$ cat config.mk
export PLATFORM = sky130hd
export DESIGN_NAME = recursive_mutex_fifo_handoff
export DESIGN_NICKNAME = d
export VERILOG_FILES = /design/src/sv/rmfh_pkg.sv /design/src/sv/rmfh_wait_ram.sv /design/src/sv/recursive_mutex_fifo_handoff.sv
export SDC_FILE = /design/constraint.sdc
export NUM_CORES = 1
export LEC_CHECK = 0
export BUFFER_PORTS_ARGS = -buffer_cell sky130_fd_sc_hd__buf_2
export CORE_AREA = 2 2 131 133
export CTS_BUF_LIST = sky130_fd_sc_hd__clkbuf_8 sky130_fd_sc_hd__clkbuf_16
export CTS_CLUSTER_DIAMETER = 100
export DETAILED_ROUTE_END_ITERATION = 10
export DIE_AREA = 0 0 133 135
export PLACE_DENSITY = 0.76
export SLEW_MARGIN = 20
export SYNTH_ARGS = -nofsm -noshare
export SYNTH_HDL_FRONTEND = slang
export SYNTH_SLANG_ARGS = --single-unit
$ cat constraint.sdc
create_clock -name clock -period 3.05 [get_ports clock]
set_input_delay 0.305 -clock clock [delete_from_list [all_inputs] [get_ports clock]]
set_output_delay 0.305 -clock clock [all_outputs]
set_load 0.005 [all_outputs]
$ cat src/sv/rmfh_pkg.sv
`timescale 1ns / 1ps

package rmfh_pkg;

   localparam int TID_W    = 8;
   localparam int DEPTH_W  = 8;
   localparam int STATUS_W = 4;

   localparam int WAIT_SLOTS_DEFAULT = 16;
   localparam int MAX_NEST_DEFAULT   = 255;

   typedef enum logic {
      CMD_ACQUIRE = 1'b0,
      CMD_RELEASE = 1'b1
   } command_type;

   typedef enum logic [STATUS_W-1:0] {
      ST_GRANTED    = 4'd0,
      ST_NESTED     = 4'd1,
      ST_QUEUED     = 4'd2,
      ST_UNNESTED   = 4'd3,
      ST_FREED      = 4'd4,
      ST_HANDOFF    = 4'd5,
      ST_DEPTH_ERR  = 4'd6,
      ST_NOT_HOLDER = 4'd7,
      ST_QUEUE_FULL = 4'd8
   } status_type;

endpackage

$ cat src/sv/rmfh_wait_ram.sv
`timescale 1ns / 1ps

module rmfh_wait_ram #(
   parameter int DEPTH  = rmfh_pkg::WAIT_SLOTS_DEFAULT,
   parameter int ADDR_W = $clog2(rmfh_pkg::WAIT_SLOTS_DEFAULT)
) (
   input  logic                       clock,
   input  logic                       wr_en,
   input  logic [ADDR_W-1:0]          wr_addr,
   input  logic [rmfh_pkg::TID_W-1:0] wr_data,
   input  logic                       rd_en,
   input  logic [ADDR_W-1:0]          rd_addr,
   output logic [rmfh_pkg::TID_W-1:0] rd_data
);

   logic [rmfh_pkg::TID_W-1:0] mem [DEPTH];
   logic [rmfh_pkg::TID_W-1:0] rd_data_ff;

   always_ff @(posedge clock) begin
      if (wr_en) begin
         mem[wr_addr] <= wr_data;
      end
   end

   always_ff @(posedge clock) begin
      if (rd_en) begin
         rd_data_ff <= mem[rd_addr];
      end
   end

   assign rd_data = rd_data_ff;

endmodule

$ cat src/sv/recursive_mutex_fifo_handoff.sv
`timescale 1ns / 1ps

// Lock unit for one recursive mutex with a first-in, first-out wait queue. A transaction is
// taken at a clock edge where start is high and busy is low; busy then stays high while the
// block decides, and the result appears on the rsp_ ports for exactly one cycle, marked by
// rsp_valid, from the edge at which busy falls. The receiver cannot stall and must capture the result in
// that cycle. The block takes no new transaction while busy: the wait-queue memory is read
// at the head slot when the transaction is taken, and its registered data is needed for a
// hand-off before the holder, depth and queue can be updated in the decision cycle. Queue
// slots are never cleared; the head slot is read on every accepted transaction, but its data
// is used only when it holds a waiter. recursive_mode may be written only while the block is idle.
module recursive_mutex_fifo_handoff #(
   parameter int WAIT_SLOTS = rmfh_pkg::WAIT_SLOTS_DEFAULT,
   parameter int MAX_NEST   = rmfh_pkg::MAX_NEST_DEFAULT
) (
   input  logic                          clock,
   input  logic                          reset,
   input  logic                          start,
   output logic                          busy,
   input  logic                          req_command,
   input  logic [rmfh_pkg::TID_W-1:0]    req_thread_id,
   output logic                          rsp_valid,
   output logic [rmfh_pkg::STATUS_W-1:0] rsp_status,
   output logic [rmfh_pkg::TID_W-1:0]    rsp_granted_thread,
   output logic                          rsp_holder_valid,
   output logic [rmfh_pkg::DEPTH_W-1:0]  rsp_depth,
   input  logic                          csr_write_enable,
   input  logic                          csr_write_data
);

   localparam int PTR_W = $clog2(WAIT_SLOTS);
   localparam int CNT_W = $clog2(WAIT_SLOTS + 1);
   localparam logic [CNT_W-1:0] SlotCount = CNT_W'(WAIT_SLOTS);
   localparam logic [PTR_W-1:0] LastSlot  = PTR_W'(WAIT_SLOTS - 1);
   localparam logic [rmfh_pkg::DEPTH_W-1:0] MaxNestDepth = rmfh_pkg::DEPTH_W'(MAX_NEST);

   typedef enum logic {
      S_IDLE,
      S_EXEC
   } state_type;

   state_type                     state_ff;
   logic                          recursive_ff;
   logic                          present_ff, present_in;
   logic [rmfh_pkg::TID_W-1:0]    holder_ff, holder_in;
   logic [rmfh_pkg::DEPTH_W-1:0]  depth_ff, depth_in;
   logic [PTR_W-1:0]              head_ff, head_in;
   logic [PTR_W-1:0]              tail_ff, tail_in;
   logic [CNT_W-1:0]              count_ff, count_in;
   logic                          rsp_valid_ff;

   rmfh_pkg::command_type         cmd_ff;
   logic [rmfh_pkg::TID_W-1:0]    tid_ff;
   rmfh_pkg::status_type          status_in, status_ff;
   logic [rmfh_pkg::TID_W-1:0]    granted_ff;
   logic                          holder_valid_ff;
   logic [rmfh_pkg::DEPTH_W-1:0]  rsp_depth_ff;

   logic                          accept;
   logic                          exec;
   logic                          push;
   logic [rmfh_pkg::TID_W-1:0]    head_tid;
   logic [rmfh_pkg::DEPTH_W-1:0]  depth_limit;
   logic [PTR_W-1:0]              head_next;
   logic [PTR_W-1:0]              tail_next;

   assign accept = start && (state_ff == S_IDLE);
   assign exec   = (state_ff == S_EXEC);
   assign busy   = exec;

   assign depth_limit = recursive_ff ? MaxNestDepth : rmfh_pkg::DEPTH_W'(1);
   assign head_next   = (head_ff == LastSlot) ? '0 : head_ff + PTR_W'(1);
   assign tail_next   = (tail_ff == LastSlot) ? '0 : tail_ff + PTR_W'(1);

   // The head slot is read when the transaction is taken, so its data is ready for the
   // decision cycle. Pushes are written at the end of the decision cycle, before the next read.
   rmfh_wait_ram #(
      .DEPTH  (WAIT_SLOTS),
      .ADDR_W (PTR_W)
   ) u_wait_ram (
      .clock   (clock),
      .wr_en   (push),
      .wr_addr (tail_ff),
      .wr_data (tid_ff),
      .rd_en   (accept),
      .rd_addr (head_ff),
      .rd_data (head_tid)
   );

   always_comb begin
      present_in = present_ff;
      holder_in  = holder_ff;
      depth_in   = depth_ff;
      head_in    = head_ff;
      tail_in    = tail_ff;
      count_in   = count_ff;
      push       = 1'b0;
      status_in  = rmfh_pkg::ST_NOT_HOLDER;
      case (cmd_ff)
         rmfh_pkg::CMD_ACQUIRE: begin
            if (!present_ff) begin
               present_in = 1'b1;
               holder_in  = tid_ff;
               depth_in   = rmfh_pkg::DEPTH_W'(1);
               status_in  = rmfh_pkg::ST_GRANTED;
            end else if (holder_ff == tid_ff) begin
               if (depth_ff >= depth_limit) begin
                  status_in = rmfh_pkg::ST_DEPTH_ERR;
               end else begin
                  depth_in  = depth_ff + rmfh_pkg::DEPTH_W'(1);
                  status_in = rmfh_pkg::ST_NESTED;
               end
            end else if (count_ff == SlotCount) begin
               status_in = rmfh_pkg::ST_QUEUE_FULL;
            end else begin
               push      = exec;
               tail_in   = tail_next;
               count_in  = count_ff + CNT_W'(1);
               status_in = rmfh_pkg::ST_QUEUED;
            end
         end
         rmfh_pkg::CMD_RELEASE: begin
            if (!present_ff || (holder_ff != tid_ff)) begin
               status_in = rmfh_pkg::ST_NOT_HOLDER;
            end else if (depth_ff > rmfh_pkg::DEPTH_W'(1)) begin
               depth_in  = depth_ff - rmfh_pkg::DEPTH_W'(1);
               status_in = rmfh_pkg::ST_UNNESTED;
            end else if (count_ff != '0) begin
               holder_in = head_tid;
               head_in   = head_next;
               count_in  = count_ff - CNT_W'(1);
               depth_in  = rmfh_pkg::DEPTH_W'(1);
               status_in = rmfh_pkg::ST_HANDOFF;
            end else begin
               present_in = 1'b0;
               holder_in  = '0;
               depth_in   = '0;
               status_in  = rmfh_pkg::ST_FREED;
            end
         end
         default: begin
            status_in = rmfh_pkg::ST_NOT_HOLDER;
         end
      endcase
   end

   always_ff @(posedge clock) begin
      if (reset) begin
         state_ff     <= S_IDLE;
         rsp_valid_ff <= 1'b0;
         recursive_ff <= 1'b0;
         present_ff   <= 1'b0;
         holder_ff    <= '0;
         depth_ff     <= '0;
         head_ff      <= '0;
         tail_ff      <= '0;
         count_ff     <= '0;
      end else begin
         rsp_valid_ff <= 1'b0;
         if (csr_write_enable) begin
            recursive_ff <= csr_write_data;
         end
         case (state_ff)
            S_IDLE: begin
               if (start) begin
                  state_ff <= S_EXEC;
               end
            end
            S_EXEC: begin
               state_ff        <= S_IDLE;
               rsp_valid_ff    <= 1'b1;
               present_ff      <= present_in;
               holder_ff       <= holder_in;
               depth_ff        <= depth_in;
               head_ff         <= head_in;
               tail_ff         <= tail_in;
               count_ff        <= count_in;
               status_ff       <= status_in;
               holder_valid_ff <= present_in;
               granted_ff      <= present_in ? holder_in : '0;
               rsp_depth_ff    <= present_in ? depth_in : '0;
            end
            default: begin
               state_ff <= S_IDLE;
            end
         endcase
      end
   end

   always_ff @(posedge clock) begin
      if (accept) begin
         cmd_ff <= rmfh_pkg::command_type'(req_command);
         tid_ff <= req_thread_id;
      end
   end

   assign rsp_valid          = rsp_valid_ff;
   assign rsp_status         = status_ff;
   assign rsp_granted_thread = granted_ff;
   assign rsp_holder_valid   = holder_valid_ff;
   assign rsp_depth          = rsp_depth_ff;

`ifndef ASSERT_OFF
   a_count_bound: assert property (@(posedge clock) disable iff (reset)
      count_ff <= SlotCount)
      else $error("wait queue count exceeds the number of slots");

   a_rsp_after_exec: assert property (@(posedge clock) disable iff (reset)
      rsp_valid |-> $past(state_ff == S_EXEC))
      else $error("result strobe without a decision cycle before it");

   a_free_is_clean: assert property (@(posedge clock) disable iff (reset)
      !present_ff |-> (depth_ff == '0) && (holder_ff == '0))
      else $error("free lock carries a holder or a depth");

   a_held_depth: assert property (@(posedge clock) disable iff (reset)
      present_ff |-> (depth_ff != '0))
      else $error("held lock has zero depth");
`endif

endmodule

==> flow_summary.ini, run 1 <==
[floorplan]
num_rows = 47
chipHeight_um = 135
fp.dieW_um = 133
core_mm2 = 0.01641
dieArea_mm2 = 0.01796
initial_core_util_pct = 54.54
pin_count = 37

[worst_hold_path]
worstHoldPathCells = 1
hold_path.class = input pin to flip-flop

[logic_synthesis]
ys_warn_count = 0
netlist_instances = 610
synth-edff-count = 166
synth.area.top_cells = edfxtp_1 (56%), mux4_2 (10%), dfxtp_1 (7.4%)
syn-num-nets = 643
netlist-cell-type-count = 70
ys_ff_latch = 199
synth-main-ff-cell = edfxtp_1
async_flop_share_pct = 0
synth.yosys.seq_area_share_pct = 63.09
synth_top_cell_area_share_pct = 55.70
avgSynthCellArea_um2 = 14.67
synth_area_mm2 = 0.008949
synth_area_leader_cell = edfxtp_1

[global_routing]
grt_overflow = 0
grt_usage_pct = 23.85
grt_pass1_vias = 5552
grt_max_degree = 36
antenna_found_initial = 0
grt_pass1_wl_um = 31820

[detailed_routing]
routed_wl_um = 20210
dr.pass1.iters = 8
vias = 5592
routedWlPerCell_um = 22.55
vias_per_cell = 6.241
drt-initial-drc-count = 759
postRouteAntennaNets = 0
route.detailed.drc = 0

[clocking]
cts_buffers = 17
cts_tree = done
hold_buffers = 0
cts_htree_levels = 4
clk_path_buf_depth = 2
post-cts-setup-buffer-count = 0
clk_latency_ns = 0.44
clock-sinks = 199
cts.reportedPaths.clkPinSlew_ns = 0.08
post_cts_resized = 0
cts_root_buf = clkbuf_16

[timing]
final-setup-viol-count = 0
worst_pin_slew_ns = 0.6966
setup_ws_ns = 0.4990
clock_skew_ns = 0.009754
min_period_ns = 2.551
tns_ns = 0
hold_viol = 0
slew_viol_final = 0
max_slew_margin_pct = 53.13
rsz0062_at_grt = false
fin_crit_sh_pct = 83.64
max_freq_mhz = 392.0
fin_hold_ws_ns = 0.04019

[power]
power_density_mw_per_mm2 = 546.1
p_leak_nw = 3.402
pwr-share-comb_pct = 4.5
internal_power_mw = 4.250
p_clk_share_pct = 41.6
peakVddDrop_mv = 0.4462
total_power_mw = 5.542
switching_share_pct = 23.31
p_switching_mw = 1.292
power_frac_seq_pct = 54.0

[placed_design]
portBuffers = 36
gp_congestion = 0.9562
dpl_worst_slack_ns = 0.5288
dp_hpwl_um = 13410

[cells_and_area]
syn_to_final_growth_pct = 13.41
final_common_cell = edfxtp_1
final_cell_mix = edfxtp_1 (166), nor2_1 (45), mux4_2 (40), buf_4 (38), buf_2 (36)
diodes = 0
nFillCells = 1155
nets = 696
drive_above_1_share_pct = 25.15

[worst_setup_path]
required_ns = 3.23
cp.arrival_ns = 2.73
worstSetupPathType = flip-flop to flip-flop
reg2reg_depth = 7
worstPathMaxFanout = 12
worst_path_max_delay_cell = dfxtp_1
path_cells = ha_1, a211o_1, a31oi_1, o21a_1, and3_1, xnor2_1, o22ai_1
critPathCaptureType = flip-flop
critPathMaxStageDelay_ns = 0.61
start_kind = flip-flop

[status]
outcome = finished, final reports clean

[flow_run]
maxCapViolCount = 0
## power by group through the flow
stage	logic (mW)	registers, mW	clock network (mW)
finish	0.247	2.99	2.30
global route	0.270	2.99	2.44
CTS	0.245	2.99	2.33
detailed placement	0.242	3.05	0
global placement	0.235	3.05	0
floorplan	0.144	3.06	0
## synthesized netlist by cell type (all sizes together), types with 3 or more instances
| cell | n |
|---|---|
| clkbuf | 19 |
| or3 | 4 |
| nand2 | 31 |
| dfxtp | 33 |
| nor4 | 6 |
| buf | 22 |
| nand3 | 11 |
| ha | 18 |
| a21o | 5 |
| o211ai | 3 |
| mux4 | 40 |
| xnor2 | 15 |
| nor3 | 13 |
| mux2i | 15 |
| nand4 | 5 |
| o22ai | 5 |
| and3 | 10 |
| o2bb2ai | 8 |
| nor2 | 46 |
| and4 | 3 |
| inv | 15 |
| edfxtp | 166 |
| a21oi | 36 |
| a211oi | 8 |
| nor2b | 6 |
| a31oi | 13 |
| nand2b | 6 |
| o21ai | 13 |
## critical path, delay by kind of cell (launching register included)
kind / cells / cell delay (ns)
simple gates: 1 / 0.28
flops: 1 / 0.61
xor+xnor: 1 / 0.13
compound gates: 4 / 0.91
fa+ha+maj: 1 / 0.34
## cell families (layout without fill, tap and decap cells)
logic type	after synthesis	count (layout)	synth area share [%]
AOI/OAI and AO/OA	111	111	8.655
and+or+nand+nor	151	151	8.935
buffers and inverters	57	123	2.712
xor gates and xnor gates	17	17	1.999
adders and majority gates	19	19	2.741
muxes	56	56	11.87
DFF	199	199	63.09
## area by class of cell
cell class / instances / area, um^2 / share of cell area [%]
timing repair buffer: 75 / 485.5 / 4.784
tap: 220 / 275.3 / 2.712
clock inverter: 15 / 195.2 / 1.923
multi-input combinational: 354 / 3060 / 30.16
sequential: 199 / 5647 / 55.64
inverter: 16 / 60.06 / 0.5918
clock buffer: 17 / 425.4 / 4.192
## final timing paths
check | slack [ns] | end | from
setup / recovery | 0.50 | rsp_depth[3] | depth_ff[3]
hold / removal | 0.04 | tid_ff[5] | req_thread_id[5]
setup reg to reg | 0.50 | rsp_depth[3] | depth_ff[3]
hold reg to reg | 0.51 | recursive_ff | recursive_ff
## state kept, by name (all words and copies together), names as in the netlist, 4 cells and up
| register | cells |
|---|---|
| count_ff | 5 |
| rsp_granted_thread | 8 |
| u_wait_ram.mem | 128 |
| depth_ff | 8 |
| tail_ff | 4 |
| rsp_depth | 8 |
| u_wait_ram.rd_data | 8 |
| rsp_status | 4 |
| tid_ff | 8 |
| holder_ff | 8 |
| head_ff | 4 |
## layer usage
layer | share of wire (%) | vias to the layer above | track usage (%)
met5 | 0 | - | 0
met4 | 2.2 | 0 | 7.945
met3 | 5.8 | 40 | 5.405
met2 | 52 | 239 | 40.59
met1 | 40 | 2828 | 30.59
li1 | - | 2485 | -
## through the flow
step,instance area [um^2],util (%),cells
floorplan,8949,-,610
global placement,9528,58.07,864
detailed placement,9528,58.07,864
CTS,10150,61.85,896
global route,10150,61.85,896
finish,10150,61.85,896
Power figures use the tool's default switching activity.
==> inputs of run 2 (changes only) <==
Settings changed: ABC_AREA set to 1, CORE_AREA 2 2 131 133 to 2 2 134 136, DIE_AREA 0 0 133 135 to 0 0 136 138, PLACE_DENSITY 0.76 to 0.79.
Clock period 3.05 ns to 2.1 ns, I/O delays scaled along.
==> flow_summary.ini, run 2 <==
[cells_and_area]
fin_util_pct = 62.13
final_common_cell = nand2_1
largest_reg_flops = 128
fin_cells = 1270
final_cell_mix = nand2_1 (213), edfxtp_1 (166), nor2_1 (112), o21ai_0 (86), buf_4 (69)
diodes = 0
nets = 1061
final_area_mm2 = 0.01089
drive_above_1_share_pct = 17.68
syn_to_final_growth_pct = 17.08
top_register = u_wait_ram.mem

[logic_synthesis]
synth_fa_ha_area_share_pct = 2.635
synth-edff-count = 166
async_flop_share_pct = 0
synth_compound_area_share_pct = 10.50
ys_warn_count = 0
netlist-cell-type-count = 40
synth_most_common_cell = nand2_1
muxShareOfSynthArea_pct = 0
synth-main-ff-cell = edfxtp_1
syn-num-nets = 964
synth_area_mm2 = 0.009305
synthTopCellsByCount = nand2_1 (215), edfxtp_1 (166), nor2_1 (114)
synth-xor-area-share_pct = 1.977
synth_top_cell_area_share_pct = 53.57
synth.yosys.seq_area_share_pct = 60.67
yosys.area_share.simple_pct = 19.50
synth.area.top_cells = edfxtp_1 (54%), nand2_1 (8.7%), dfxtp_1 (7.1%)
netlist_instances = 931
synth_area_leader_cell = edfxtp_1
ys_ff_latch = 199
avgSynthCellArea_um2 = 9.995
synth_top_family_by_area = simple AND/OR/NAND/NOR gates

[worst_setup_path]
critPathCaptureType = flip-flop
worstSetupPathType = flip-flop to flip-flop
critPathMaxStageDelay_ns = 0.47
worst_path_max_delay_cell = edfxtp_1
cp_common_cell = nand2_1
worstPathMaxFanout = 8
cpLargestDelayFamily = simple AND/OR/NAND/NOR gates
path_cells = xnor2_1, nand2_1, nor2_4, nand2_4, nand4_4, inv_2, nand2_1, nor2_1, buf_4
path_buf_inv = 2
cp.arrival_ns = 2.16
required_ns = 2.26
start_kind = flip-flop

[detailed_routing]
route.detailed.drc = 0
vias_per_cell = 5.765
drt-initial-drc-count = 989
vias = 7322
routedWlPerCell_um = 18.45
dr.pass1.iters = 5
routed_wl_um = 23430
postRouteAntennaNets = 0

[floorplan]
core_mm2 = 0.01753
chipHeight_um = 138
pin_count = 37
fp.dieW_um = 136
dieArea_mm2 = 0.01877
num_rows = 49
initial_core_util_pct = 53.07

[timing]
worst_pin_slew_ns = 0.7114
final-setup-viol-count = 0
max_freq_mhz = 501.2
tns_ns = 0
clock_skew_ns = 0.01156
slew_viol_final = 0
setup_ws_ns = 0.1049
min_period_ns = 1.995
fin_crit_sh_pct = 95.00
max_slew_margin_pct = 52.51
fin_hold_ws_ns = 0.006886
hold_viol = 0
rsz0062_at_grt = false

[placed_design]
placed_cells = 1224
portBuffers = 36
dp_hpwl_um = 15760
dpl_worst_slack_ns = 0.05434
placed_area_mm2 = 0.01014
gp_congestion = 0.9024

[global_routing]
grt_pass1_vias = 6651
grt_usage_pct = 25.59
antenna_found_initial = 0
grt_pass1_wl_um = 36470
grt_max_degree = 39
grt_overflow = 0

[status]
outcome = finished, final reports clean

[clocking]
clk_path_buf_depth = 2
clock-sinks = 199
cts_root_buf = clkbuf_16
cts_tree = done
cts.reportedPaths.clkPinSlew_ns = 0.08
cts_htree_levels = 4
clk_latency_ns = 0.45
cts_buffers = 17

[power]
internal_power_mw = 6.071
switching_share_pct = 24.52
p_leak_nw = 4.250
power_density_mw_per_mm2 = 738.3
total_power_mw = 8.043
p_switching_mw = 1.972
peakVddDrop_mv = 0.7458
pwr-share-comb_pct = 5.3
power_frac_seq_pct = 54.0
p_clk_share_pct = 40.7

[worst_hold_path]
hold_path.class = input pin to flip-flop

[flow_run]
maxCapViolCount = 0
[run 2: what timing repair did]
action                                 in CTS  in global routing
resized for setup                           0                  8
setup endpoints to repair                   0                112
endpoints found under the hold margin      10                  0
hold buffers                               10                  0
setup buffers                               0                  3
[run 2: final cells by class]
class / count / area, um^2
well taps: 229 / 286.5
clock inverters: 15 / 175.2
multi-input cells: 632 / 3251
fillers: 1371 / 6640
inverters: 58 / 217.7
flip-flops and latches: 199 / 5649
clock buffers: 17 / 425.4
repair buffers: 120 / 889.6
[run 2: power by group through the flow]
stage,combinational (mW),clock (mW),sequential (mW)
6_report,0.428,3.27,4.34
4_1_cts,0.417,3.27,4.34
3_3_place_gp,0.391,0,4.43
3_5_place_dp,0.399,0,4.43
2_1_floorplan,0.206,0,4.45
5_1_grt,0.463,3.44,4.35
[run 2: kinds of logic (layout without fill, tap and decap cells)]
group                      count (synthesis)  after routing
DFF                                      199            199
and+or+nand+nor                          417            418
xor gates and xnor gates                  21             21
buffers and inverters                    101            210
AOI/OAI and AO/OA                        174            174
adders and majority gates                 19             19
[run 2: path summary, 6_finish.rpt]
kind	slack [ns]	start	cells after the start	end
worst max register to register	0.10	tid_ff[3]	9	u_wait_ram.mem[13][5]
worst min-delay path	0.007	start	3	busy
worst max-delay path	0.10	tid_ff[3]	9	u_wait_ram.mem[13][5]
worst min register to register	0.51	count_ff[1]	2	count_ff[1]
[run 2: routing by layer]
metal,global-route usage (%),vias up,wire (um)
met5,0,-,0
met4,8.772,0,500
met3,5.867,41,2619
met2,37.64,475,10510
met1,37.65,3383,9801
li1,-,3423,-
[run 2: worst min-delay path, stage by stage]
cell	delay (ns)
buf_2	0.07
inv_1	0.04
nor2_1	0.09
